--- src/rtl/rxswc_pkg.sv ---
// ----------------------------------------------------------------------------
// rxswc_pkg
// Shared types and constants for the receive sequence window checker.
// ----------------------------------------------------------------------------
package rxswc_pkg;

    localparam int DEF_SEQ_WIDTH = 32;

    localparam int WIN_W     = 31;
    localparam int RUN_W     = 8;
    localparam int CFG_IDX_W = 8;
    localparam int CFG_DAT_W = 32;

    localparam logic [WIN_W-1:0] SKIP_WINDOW_RST = WIN_W'(16);
    localparam logic [WIN_W-1:0] BIG_WINDOW_RST  = WIN_W'(1024);
    localparam logic [RUN_W-1:0] BIG_RUN_RST     = RUN_W'(3);

    // register indexes on the config channel
    localparam logic [CFG_IDX_W-1:0] CFG_SKIP_WINDOW    = CFG_IDX_W'(0);
    localparam logic [CFG_IDX_W-1:0] CFG_BIG_WINDOW     = CFG_IDX_W'(1);
    localparam logic [CFG_IDX_W-1:0] CFG_BIG_WINDOW_RUN = CFG_IDX_W'(2);
    localparam logic [CFG_IDX_W-1:0] CFG_START_SEQUENCE = CFG_IDX_W'(3);

    typedef enum logic [2:0] {
        ST_OK      = 3'd0,
        ST_SKIP    = 3'd1,
        ST_BIG     = 3'd2,
        ST_PENDING = 3'd3,
        ST_REPLAY  = 3'd4
    } t_status;

    typedef struct packed {
        logic [WIN_W-1:0] skip_window;
        logic [WIN_W-1:0] big_window;
        logic [RUN_W-1:0] big_window_run;
    } t_cfg;

endpackage

--- src/rtl/rxswc_cfg_regs.sv ---
// ----------------------------------------------------------------------------
// rxswc_cfg_regs
// Window configuration registers and start-sequence load strobe.
// ----------------------------------------------------------------------------
module rxswc_cfg_regs
    import rxswc_pkg::*;
(
    input  logic                 i_clk,
    input  logic                 i_rst_n,
    input  logic                 i_cfg_valid,
    input  logic [CFG_IDX_W-1:0] i_cfg_index,
    input  logic [CFG_DAT_W-1:0] i_cfg_data,
    output t_cfg                 o_cfg,
    output logic                 o_load
);

    t_cfg r_cfg;

    always_ff @(posedge i_clk) begin
        if (!i_rst_n) begin
            r_cfg.skip_window    <= SKIP_WINDOW_RST;
            r_cfg.big_window     <= BIG_WINDOW_RST;
            r_cfg.big_window_run <= BIG_RUN_RST;
        end else if (i_cfg_valid) begin
            if (i_cfg_index == CFG_SKIP_WINDOW) begin
                r_cfg.skip_window <= i_cfg_data[WIN_W-1:0];
            end
            if (i_cfg_index == CFG_BIG_WINDOW) begin
                r_cfg.big_window <= i_cfg_data[WIN_W-1:0];
            end
            if (i_cfg_index == CFG_BIG_WINDOW_RUN) begin
                r_cfg.big_window_run <= i_cfg_data[RUN_W-1:0];
            end
        end
    end

    assign o_cfg  = r_cfg;
    assign o_load = i_cfg_valid && (i_cfg_index == CFG_START_SEQUENCE);

endmodule

--- src/rtl/rxswc_classify.sv ---
// ----------------------------------------------------------------------------
// rxswc_classify
// Classifies one sequence number against the window state and computes
// the next window state.
// ----------------------------------------------------------------------------
module rxswc_classify
    import rxswc_pkg::*;
#(
    parameter int SEQ_WIDTH = DEF_SEQ_WIDTH
) (
    input  t_cfg                 i_cfg,
    input  logic [SEQ_WIDTH-1:0] i_seq,
    input  logic [SEQ_WIDTH-1:0] i_expected,
    input  logic                 i_active,
    input  logic [SEQ_WIDTH-1:0] i_tracked,
    input  logic [RUN_W-1:0]     i_run,
    output t_status              o_status,
    output logic [SEQ_WIDTH-1:0] o_expected,
    output logic                 o_active,
    output logic [SEQ_WIDTH-1:0] o_tracked,
    output logic [RUN_W-1:0]     o_run
);

    localparam int CMP_W = (SEQ_WIDTH > WIN_W) ? SEQ_WIDTH : WIN_W;

    logic [SEQ_WIDTH-1:0] w_dist;
    logic [SEQ_WIDTH-1:0] w_seq_inc;
    logic [CMP_W-1:0]     w_dist_x;
    logic                 w_lt_skip;
    logic                 w_lt_big;
    logic                 w_bk_active;
    logic [SEQ_WIDTH-1:0] w_bk_tracked;
    logic [RUN_W-1:0]     w_bk_run;

    assign w_dist    = i_seq - i_expected;
    assign w_seq_inc = i_seq + SEQ_WIDTH'(1);
    assign w_dist_x  = CMP_W'(w_dist);
    assign w_lt_skip = w_dist_x < CMP_W'(i_cfg.skip_window);
    assign w_lt_big  = w_dist_x < CMP_W'(i_cfg.big_window);

    // big-window run tracker
    always_comb begin
        w_bk_active  = i_active;
        w_bk_tracked = i_tracked;
        w_bk_run     = i_run;
        priority if (!i_active) begin
            w_bk_active  = 1'b1;
            w_bk_tracked = w_seq_inc;
            w_bk_run     = '0;
        end else if (i_seq == i_tracked) begin
            w_bk_tracked = i_tracked + SEQ_WIDTH'(1);
            w_bk_run     = i_run + RUN_W'(1);
        end else begin
            w_bk_active = 1'b0;
        end
    end

    always_comb begin
        o_status   = ST_OK;
        o_expected = i_expected;
        o_active   = i_active;
        o_tracked  = i_tracked;
        o_run      = i_run;
        priority if (w_dist == '0) begin
            o_status   = ST_OK;
            o_expected = w_seq_inc;
            o_active   = 1'b0;
        end else if (w_lt_skip) begin
            o_status   = ST_SKIP;
            o_expected = w_seq_inc;
            o_active   = 1'b0;
        end else if (w_lt_big) begin
            o_tracked = w_bk_tracked;
            o_run     = w_bk_run;
            if (w_bk_run == i_cfg.big_window_run) begin
                o_status   = ST_BIG;
                o_expected = w_seq_inc;
                o_active   = 1'b0;
            end else begin
                o_status = ST_PENDING;
                o_active = w_bk_active;
            end
        end else if (i_seq < i_expected) begin
            o_status = ST_REPLAY;
        end else begin
            // far ahead of both windows: plain ok, step by one
            o_status   = ST_OK;
            o_expected = i_expected + SEQ_WIDTH'(1);
            o_active   = 1'b0;
        end
    end

endmodule

--- src/rtl/rx_sequence_window_check_core.sv ---
// Path: each input transaction passes through the input register, then the
// result register, before its result is valid on the result stream.
// Throughput: one transaction per cycle unless the result stream stalls. The
// window state is updated as each item leaves, before the next is checked.
// Reset (synchronous, active low) empties both stages, loads expected
// sequence 0, clears tracking and restores the default windows.
// ----------------------------------------------------------------------------
// rx_sequence_window_check_core
// Receive anti-replay sequence check with skip-window and run-confirmed
// big-window resync.
// ----------------------------------------------------------------------------
module rx_sequence_window_check_core
    import rxswc_pkg::*;
#(
    parameter int SEQ_WIDTH = DEF_SEQ_WIDTH,
    localparam int IN_TW    = ((SEQ_WIDTH + 7) / 8) * 8,
    localparam int OUT_TW   = ((SEQ_WIDTH + 3 + 7) / 8) * 8
) (
    input  logic                 i_clk,
    input  logic                 i_rst_n,
    // input stream
    input  logic                 i_s_tvalid,
    output logic                 o_s_tready,
    input  logic [IN_TW-1:0]     i_s_tdata,   // [SEQ_WIDTH-1:0] sequence_req
    // result stream
    output logic                 o_m_tvalid,
    input  logic                 i_m_tready,
    output logic [OUT_TW-1:0]    o_m_tdata,   // [2:0] status,
                                              // [SEQ_WIDTH+2:3] next_expected
    // configuration write channel
    input  logic                 i_cfg_valid,
    output logic                 o_cfg_ready,
    input  logic [CFG_IDX_W-1:0] i_cfg_index,
    input  logic [CFG_DAT_W-1:0] i_cfg_data
);

    // config
    t_cfg w_cfg;
    logic w_load;

    // input stage
    logic                 r_in_valid;
    logic [SEQ_WIDTH-1:0] r_in_seq;

    // window state
    logic [SEQ_WIDTH-1:0] r_expected;
    logic                 r_active;
    logic [SEQ_WIDTH-1:0] r_tracked;
    logic [RUN_W-1:0]     r_run;

    // classifier outputs
    t_status              n_status;
    logic [SEQ_WIDTH-1:0] n_expected;
    logic                 n_active;
    logic [SEQ_WIDTH-1:0] n_tracked;
    logic [RUN_W-1:0]     n_run;

    // result stage
    logic                 r_out_valid;
    t_status              r_out_status;
    logic [SEQ_WIDTH-1:0] r_out_expected;

    logic w_out_free;
    logic w_advance;

    // config writes are always taken
    assign o_cfg_ready = 1'b1;

    rxswc_cfg_regs u_cfg (
        .i_clk       (i_clk),
        .i_rst_n     (i_rst_n),
        .i_cfg_valid (i_cfg_valid),
        .i_cfg_index (i_cfg_index),
        .i_cfg_data  (i_cfg_data),
        .o_cfg       (w_cfg),
        .o_load      (w_load)
    );

    // Handshake: the result register frees up when empty or being drained;
    // the input register moves into it whenever it is free.
    assign w_out_free = !r_out_valid || i_m_tready;
    assign w_advance  = r_in_valid && w_out_free;
    assign o_s_tready = !r_in_valid || w_advance;

    always_ff @(posedge i_clk) begin
        if (!i_rst_n) begin
            r_in_valid <= 1'b0;
        end else if (o_s_tready) begin
            r_in_valid <= i_s_tvalid;
        end
    end

    // payload, no reset needed
    always_ff @(posedge i_clk) begin
        if (o_s_tready && i_s_tvalid) begin
            r_in_seq <= i_s_tdata[SEQ_WIDTH-1:0];
        end
    end

    rxswc_classify #(
        .SEQ_WIDTH (SEQ_WIDTH)
    ) u_classify (
        .i_cfg      (w_cfg),
        .i_seq      (r_in_seq),
        .i_expected (r_expected),
        .i_active   (r_active),
        .i_tracked  (r_tracked),
        .i_run      (r_run),
        .o_status   (n_status),
        .o_expected (n_expected),
        .o_active   (n_active),
        .o_tracked  (n_tracked),
        .o_run      (n_run)
    );

    // Window state. A start_sequence write reloads expected and clears the
    // tracker; otherwise state follows each item as it enters the result reg.
    always_ff @(posedge i_clk) begin
        if (!i_rst_n) begin
            r_expected <= '0;
            r_active   <= 1'b0;
            r_tracked  <= '0;
            r_run      <= '0;
        end else if (w_load) begin
            r_expected <= SEQ_WIDTH'(i_cfg_data);
            r_active   <= 1'b0;
            r_tracked  <= '0;
            r_run      <= '0;
        end else if (w_advance) begin
            r_expected <= n_expected;
            r_active   <= n_active;
            r_tracked  <= n_tracked;
            r_run      <= n_run;
        end
    end

    // result register
    always_ff @(posedge i_clk) begin
        if (!i_rst_n) begin
            r_out_valid <= 1'b0;
        end else if (w_out_free) begin
            r_out_valid <= r_in_valid;
        end
    end

    always_ff @(posedge i_clk) begin
        if (w_advance) begin
            r_out_status   <= n_status;
            r_out_expected <= n_expected;
        end
    end

    assign o_m_tvalid = r_out_valid;
    assign o_m_tdata  = OUT_TW'({r_out_expected, r_out_status});

    // ------------------------------------------------------------------------
    // Assertions
    // ------------------------------------------------------------------------

    // reset empties the result stage
    a_rst_empty: assert property (@(posedge i_clk)
        !i_rst_n |=> !o_m_tvalid)
        else $error("result valid after reset");

    // pending and replay leave the expected sequence alone
    a_hold_expected: assert property (@(posedge i_clk) disable iff (!i_rst_n)
        (w_advance && !w_load && (n_status == ST_PENDING || n_status == ST_REPLAY))
        |=> (r_expected == $past(r_expected)))
        else $error("expected sequence moved on pending/replay");

    // any accepted frame cancels big-window tracking
    a_accept_clears: assert property (@(posedge i_clk) disable iff (!i_rst_n)
        (w_advance && !w_load && (n_status == ST_OK || n_status == ST_SKIP ||
                                  n_status == ST_BIG))
        |=> !r_active)
        else $error("tracking still active after accept");

    // the reported next_expected is the state the next item sees
    a_report_matches: assert property (@(posedge i_clk) disable iff (!i_rst_n)
        (w_advance && !w_load) |=> (r_out_expected == r_expected))
        else $error("reported next_expected differs from state");

endmodule
--- config.mk ---
export PLATFORM = sky130hd
export DESIGN_NAME = rx_sequence_window_check_core
export DESIGN_NICKNAME = d
export VERILOG_FILES = /design/src/rtl/rxswc_pkg.sv /design/src/rtl/rxswc_cfg_regs.sv /design/src/rtl/rxswc_classify.sv /design/src/rtl/rx_sequence_window_check_core.sv
export SDC_FILE = /design/constraint.sdc
export NUM_CORES = 1
export LEC_CHECK = 0
export BUFFER_PORTS_ARGS = -buffer_cell sky130_fd_sc_hd__buf_2
export CAP_MARGIN = 20
export CORE_ASPECT_RATIO = 2
export CORE_MARGIN = 5
export CORE_UTILIZATION = 55
export DETAILED_ROUTE_END_ITERATION = 10
export PLACE_DENSITY_LB_ADDON = 0.2
export SLEW_MARGIN = 20
export SYNTH_ARGS = -nofsm -noshare
export SYNTH_HDL_FRONTEND = slang
export SYNTH_SLANG_ARGS = --single-unit
--- constraint.sdc ---
create_clock -name i_clk -period 5.9 [get_ports i_clk]
set_input_delay 0.885 -clock i_clk [delete_from_list [all_inputs] [get_ports i_clk]]
set_output_delay 0.885 -clock i_clk [all_outputs]
set_load 0.02 [all_outputs]
# Word-level counts from Yosys, hierarchy flattened
# Index checks and enable logic that the tools add are counted.
[op_classes]
magnitude_cmp = 3
bitwise = 3
n_mux = 22
add_sub_neg = 5
n_eq_ne = 7
n_reduce_logical = 18
[ops]
columns = ["cell", "count"]
rows = [
  ["2-to-1 mux 32 bit", 9],
  ["adder 32 x 1 -> 32 bit (second input constant)", 3],
  ["< comparator 32 x 31 -> 1 bit", 2],
  ["equality test 32 bit", 1],
  ["zero test 32 bit", 1],
  ["< comparator 32 bit", 1],
  ["subtractor 32 bit", 1],
  ["equality test 8 x 2 -> 1 bit (second input constant)", 2],
  ["2-to-1 mux 8 bit", 2],
  ["2-to-1 mux 1 bit", 9],
  ["adder 8 x 1 -> 8 bit (second input constant)", 1],
  ["equality test 8 x 1 -> 1 bit (second input constant)", 1],
  ["equality test 8 bit", 1],
  ["zero test 8 bit", 1],
  ["AND reduction 2 bit", 4],
  ["2-to-1 mux 3 bit", 2],
  ["AND reduction 5 bit", 1],
  ["!= test 4 x 1 -> 1 bit (second input constant)", 1],
  ["AND reduction 4 bit", 1],
  ["OR reduction 2 bit", 2],
  ["logical AND 1 bit", 3],
  ["inverter 1 bit", 3],
  ["zero test 1 bit", 2],
  ["logical OR 1 bit", 2],
  ["2 further kinds", 2],
]
[totals]
reg_bits = 212
input_bits = 77
output_inout_bits = 43

# Longest topological paths before layout
[depth]
ltp_word = 10
depth_mapped = 25

# Modules after synthesis
# From an unflattened synthesis, not the netlist that was laid out.
[unflattened]
hier_cells = 1959
hier_area_um2 = 16374.5
[by_module_without_submodules]
columns = ["module", "n_inst", "seq_area_each_um2", "cells_per_inst", "area_per_inst_um2"]
rows = [
  ["rxswc_classify", 1, 0.0, 1229, 8177.8],
  ["rx_sequence_window_check_core", 1, 3513.4, 458, 5500.3],
  ["rxswc_cfg_regs", 1, 1401.3, 272, 2696.3],
]

# Least setup slack after synthesis
# Ideal clock, no wire load.
[synth_timing]
kind = "reg2reg"
from = "register r_in_seq[0]"
to = "register r_out_expected[31], data pin"
period_less_slack_ns = 4.905
stages_incl_launch_ff = 23
n_path_buf = 2
t_arrival_ns = 4.646
required_time_ns = 5.640
setup_ns = 0.260
setup_slack_ns = 0.995
path_cell_list = "edfxtp_1 > buf_4 > inv_1 > ha_1 > fa_1 > nor2b_1 > o311a_1 > a21oi_2 > o31a_1 > o211ai_1 > xor2_1 > ha_1 > a21o_1 > a21o_1 > a211oi_1 > o21bai_1 > a211oi_1 > o41ai_1 > or2_2 > a2bb2oi_2 > nand2_4 > buf_2 > mux2_2"
[synth_between]
elab_chain_cells = 8
elab_cells_between_ends = 15
cone_classes = "add/sub (2); order compare (3); eq/ne (2); mux (7); reduce/logical (1)"
[synth_lines]
columns = ["element", "line", "text"]
rows = [
  ["start: declaration", "rx_sequence_window_check_core.sv:43", "logic [SEQ_WIDTH-1:0] r_in_seq;"],
  ["start signal: assignment", "rx_sequence_window_check_core.sv:96", "r_in_seq <= i_s_tdata[SEQ_WIDTH-1:0];"],
  ["branches (longest 7 deep; another with subtractor 32 bit)", "-", ""],
  ["2-to-1 mux 32 bit (*)", "rxswc_classify.sv:64", "priority if (w_dist == '0) begin"],
  ["net n_expected[31]", "rx_sequence_window_check_core.sv:53", "logic [SEQ_WIDTH-1:0] n_expected;"],
  ["end signal: assignment", "rx_sequence_window_check_core.sv:149", "r_out_expected <= n_expected;"],
  ["end: declaration", "rx_sequence_window_check_core.sv:61", "logic [SEQ_WIDTH-1:0] r_out_expected;"],
]
# Mark *: on every way through the listed nets, which the timed path passes.
# A chain may end at the register's enable or synchronous reset.

# Worst setup path after layout
[layout_timing]
from = "register r_expected[2]"
to = "register r_tracked[29]"
[layout_between]
elab_chain_cells = 4
elab_cells_between_ends = 7
cone_classes = "add/sub (1); order compare (2); bitwise (2); reduce/logical (2)"
[layout_lines]
columns = ["element", "line", "text"]
rows = [
  ["start: declaration", "rx_sequence_window_check_core.sv:46", "logic [SEQ_WIDTH-1:0] r_expected;"],
  ["start signal: assignment", "rx_sequence_window_check_core.sv:125", "r_expected <= SEQ_WIDTH'(i_cfg_data);"],
  ["start signal: assignment", "rx_sequence_window_check_core.sv:130", "r_expected <= n_expected;"],
  ["subtractor 32 bit (*)", "rxswc_classify.sv:35", "assign w_dist = i_seq - i_expected;"],
  ["< comparator 32 x 31 -> 1 bit or zero test 32 bit (tied branches)", "rxswc_classify.sv:38, rxswc_classify.sv:64", ""],
  ["inverter 1 bit (no source line)", "-", ""],
  ["AND reduction 5 bit (no source line) (*)", "-", ""],
  ["end signal: assignment", "rx_sequence_window_check_core.sv:132", "r_tracked <= n_tracked;"],
  ["end: declaration", "rx_sequence_window_check_core.sv:48", "logic [SEQ_WIDTH-1:0] r_tracked;"],
]
# Every way passes the cells marked *; elsewhere a longest branch is shown, timed or not.

==> summary.md <==
| Metric | Value |
|---|---|
| Worst Path Max Fanout | `15` |
| R2R cell count | `24` |
| Root buf cell | `clkbuf_16` |
| Hold_sp | `u_cfg.o_cfg[30]` |
| R2r startpoint | `r_expected[2]` |
| Slew @ Worst Pin | `0.938 ns` |
| Global route overflow | `0` |
| Number of synthesized flops with an enable pin | `67` |
| Mapped cell area | `approximately 15000 um2` |
| Num rows | `between 80 and 90` |
| # diodes | `0` |
| CTS tree | `yes` |
| Core outline area | `26900 um2` |
| Worst Skew | `between 0.02 and 0.025 ns` |
| Met1 Use GR | `35.4%` |
| DR vias | `14500` |
| Post-route cell area | `around 17000 um2` |
| Syn Inst Count | `between 1500 and 2000` |
| Longest Clk Path Bufs | `3` |
| Critical path type | `reg2reg` |
| Status | `finished clean` |
| Peak supply drop | `260 uV` |
| Top FF cell, synth | `dfxtp_1` |
| Max-cap violation count | `0` |
| H-tree depth | `1` |
| GPL Wtd Cong | `0.993` |
| Crit path launch type | `flop` |
| Period utilization | `95.0%` |
| Met2 usage | `57.3%` |
| Max-slew headroom | `36.9%` |
| Synth async-reset ratio | `0%` |
| Antenna violations before repair | `0` |
| CTS Buf Count | `21` |
| Synth Warn # | `0` |
| Worst Hold Path Cells | `2` |
| Final hold violation count | `0` |
| Synth unique cells | `between 80 and 90` |
| Ratio of cells with drive above 1 in the final layout | `12.1%` |
| # clock sinks | `212` |
| First-pass GRT wire length | `77.5 mm` |
| Postcts setup bufs | `0` |
| Die Span X | `between 100 and 150 um` |
| Fmax | `approximately 0.18 GHz` |
| Clk_lat worst skew | `0.53 ns` |
| CP endpoint kind | `flop` |
| Fin util | `62.1%` |
| Tot GR Track Use | `31.7%` |
| DR vias/cell | `6.25` |
| Met3 GRT Util | `under 10%` |
| Initial DRC count | `1299` |
| DRC | `0` |
| Worst hold path type | `reg2reg` |
| # setup viols final | `0` |
| Hold WS | `0.462 ns` |
| Die height | `about 240 um` |
| Final #Nets | `2128` |
| RSZ-0062 raised after global routing | `false` |
| Crit path DAT | `roughly 6.0 ns` |
| Cell Area, Placed | `15900 um2` |
| Leak | `between 6 and 7 nW` |
| Hpwl dp | `39.2 mm` |
| CP dominant cell by count | `a21o_1` |
| Critical Path RT | `around 6.3 ns` |
| Largest net degree at the start of global routing | `86` |
| FF/Latch Area | `just under 5000 um2` |
| CP Cell Sequence | `inv_1 > ha_1 > nor2_1 > a211oi_1 > buf_4 > o21ai_0 > a21oi_1 > or3_1 > and2_1 > ha_1 > a21o_1 > a21o_1 > a21o_1 > a21o_1 > a221oi_1 > o21ai_0 > a211oi_1 > buf_4 > nand2_1 > and2_1 > nand3_1 > buf_4 > a21oi_1 > o221a_2` |
| Die Area | `between 30000 and 40000 um2` |
| R2R Setup Slk | `0.30 ns` |
| P&R area growth vs syn | `11.9%` |
| Sequential share of the synthesized area | `32.9%` |
| Post-route setup TNS | `0 ns` |
| Clk slew on worst S/H paths | `0.07 ns` |
| Max Slew Vio Count | `0` |
| Fill cells | `2425` |
| Post-Route WL | `50.4 mm` |
| Crit-path slowest cell | `dfxtp_1` |
| Boundary Pins | `120` |
| Port bufs | `113` |
| Post-layout minimum cycle time | `5.60 ns` |
| Final ANT Viol Nets | `0` |
| #FFs+latches synth | `212` |
| GR peak layer | `met2` |
| Mean Syn Cell Area | `8.01 um2` |
| Reg2reg end | `r_tracked[29]` |
| PD cells | `between 200 and 300 nW/um2` |
| Max incr delay on CP | `~0.46 ns` |
| TritonRoute pass-1 iters | `6` |
| Starting Density | `55.5%` |
| Multi-input logic area | `9170 um2` |
| Vias in the first global route | `around 14000` |
| Worst hold endpoint | `u_cfg.o_cfg[30]` |
| DR WL/cell | `approximately 22 um` |
==> through the flow <==
stage          setup slack (ns)  total power, mW  cells
2_1_floorplan             0.995             2.42   1869
3_3_place_gp             0.0893             2.78   2278
3_5_place_dp             0.0220             2.80   2279
4_1_cts                   0.193             4.28   2316
5_1_grt                  0.0261             4.46   2316
6_report                  0.295             4.29   2316
==> worst max path at each step <==
stage	end	slack, ns	cells after the start	start
after floorplan	r_out_expected[31]	0.99	22	r_in_seq[0]
after detailed placement	r_expected[31]	0.02	17	r_in_seq[18]
after CTS	r_expected[31]	0.19	17	r_in_seq[18]
after global routing	r_expected[26]	0.03	22	r_in_seq[12]
final	r_tracked[29]	0.30	24	r_expected[2]
after global placement	r_out_expected[27]	0.09	16	r_in_seq[18]
==> cell usage after synthesis (5+ instances only) <==
library cell  number  area (um2)
o2111ai_1          5        43.8
nand3_1           85         425
o2bb2ai_1          5        43.8
nand3b_1           7        52.6
nor4_1            24         150
nand2b_1          14        87.6
and3_1            19         119
nor3b_1            6        45.0
xor2_1            60         526
mux2i_1           32         320
o21ai_0          115         576
a31oi_1           29         181
nand2_1          261         980
o31ai_1           12        90.1
edfxtp_1          67        2010
a21boi_0          64         480
and2_1            16         100
nor2b_1           18         113
and4_1            15         131
o211ai_1          16         120
buf_2             12        60.1
clkbuf_1          77         289
a21oi_1          115         576
a22oi_1           15         113
dfxtp_1          145        2900
ha_1              96        1200
o22ai_1           10        62.6
nor3_1            38         190
xnor2_1           49         429
a211oi_1          11        82.6
inv_1            120         450
a21o_1            24         180
or3_1             18         113
nand4_1           34         213
buf_4              7        52.6
o21ai_1            7        35.0
o21a_1            13        97.6
nor2_1           108         405
==> flip-flops by register name (all words and copies together), names as in the netlist <==
register and flops:
u_cfg.o_cfg 70, r_expected 32, r_in_seq 32, r_out_expected 32, r_tracked 32, r_run 8, r_out_status 3, o_m_tvalid 1
r_active 1, r_in_valid 1
==> cells by family (layout without fill, tap and decap cells) <==
| family | Yosys count | count (layout) | synth area share, % |
|---|---|---|---|
| DFF | 212 | 212 | 32.9 |
| adders and majority gates | 97 | 97 | 8.17 |
| AOI/OAI and AO/OA | 498 | 498 | 21.7 |
| muxes | 36 | 36 | 2.45 |
| and+or+nand+nor | 687 | 687 | 22.3 |
| buffers and inverters | 224 | 323 | 6.05 |
| other | 2 | 6 | 0.0503 |
| xor gates and xnor gates | 109 | 109 | 6.39 |
==> cell usage in the layout, fill, tap and decap left out, drive strengths merged, types with 23 or more instances in the layout <==
cell type	Yosys	final
a21boi	64	64
a21o	24	24
a21oi	118	118
a31oi	29	29
buf	25	164
clkbuf	77	23
dfxtp	145	145
edfxtp	67	67
ha	96	96
inv	120	122
mux2i	32	32
nand2	263	263
nand3	85	85
nand4	34	34
nor2	108	108
nor3	40	40
nor4	25	25
o21ai	122	122
xnor2	49	49
xor2	60	60
==> timing repair <==
action	4_1_cts	5_1_grt
resized for setup	1	3
hold buffers	0	0
endpoints found under the setup margin	1	28
==> layout make-up <==
type | instances | area share [%]
sequential | 212 | 29.4
timing repair buffer | 164 | 5.94
multi-input combinational | 1433 | 54.9
inverter | 122 | 2.74
clock inverter | 14 | 1.14
clock buffer | 23 | 3.31
tap | 348 | 2.61
==> worst max-delay path, delay by kind of cell, from the launching register on <==
kind            cells  cell delay, ns
flops               1            0.46
buf+inv             4            0.68
simple gates        6            1.38
fa+ha+maj           2            0.62
compound gates     12            2.32
==> where the power goes <==
part | internal, mW | switching (mW)
Sequential | 1.58 | 0.0635
Combinational | 0.438 | 0.716
Clock | 0.858 | 0.630
Total | 2.88 | 1.41
==> routing by layer <==
metal  routed length (um)  part of all wire [%]
met1                18400                    36
met2                25800                    51
met3                 2760                   5.5
met4                 3490                   6.9
met5                    0                     0
No activity file was read; power rests on OpenSTA's default activity.
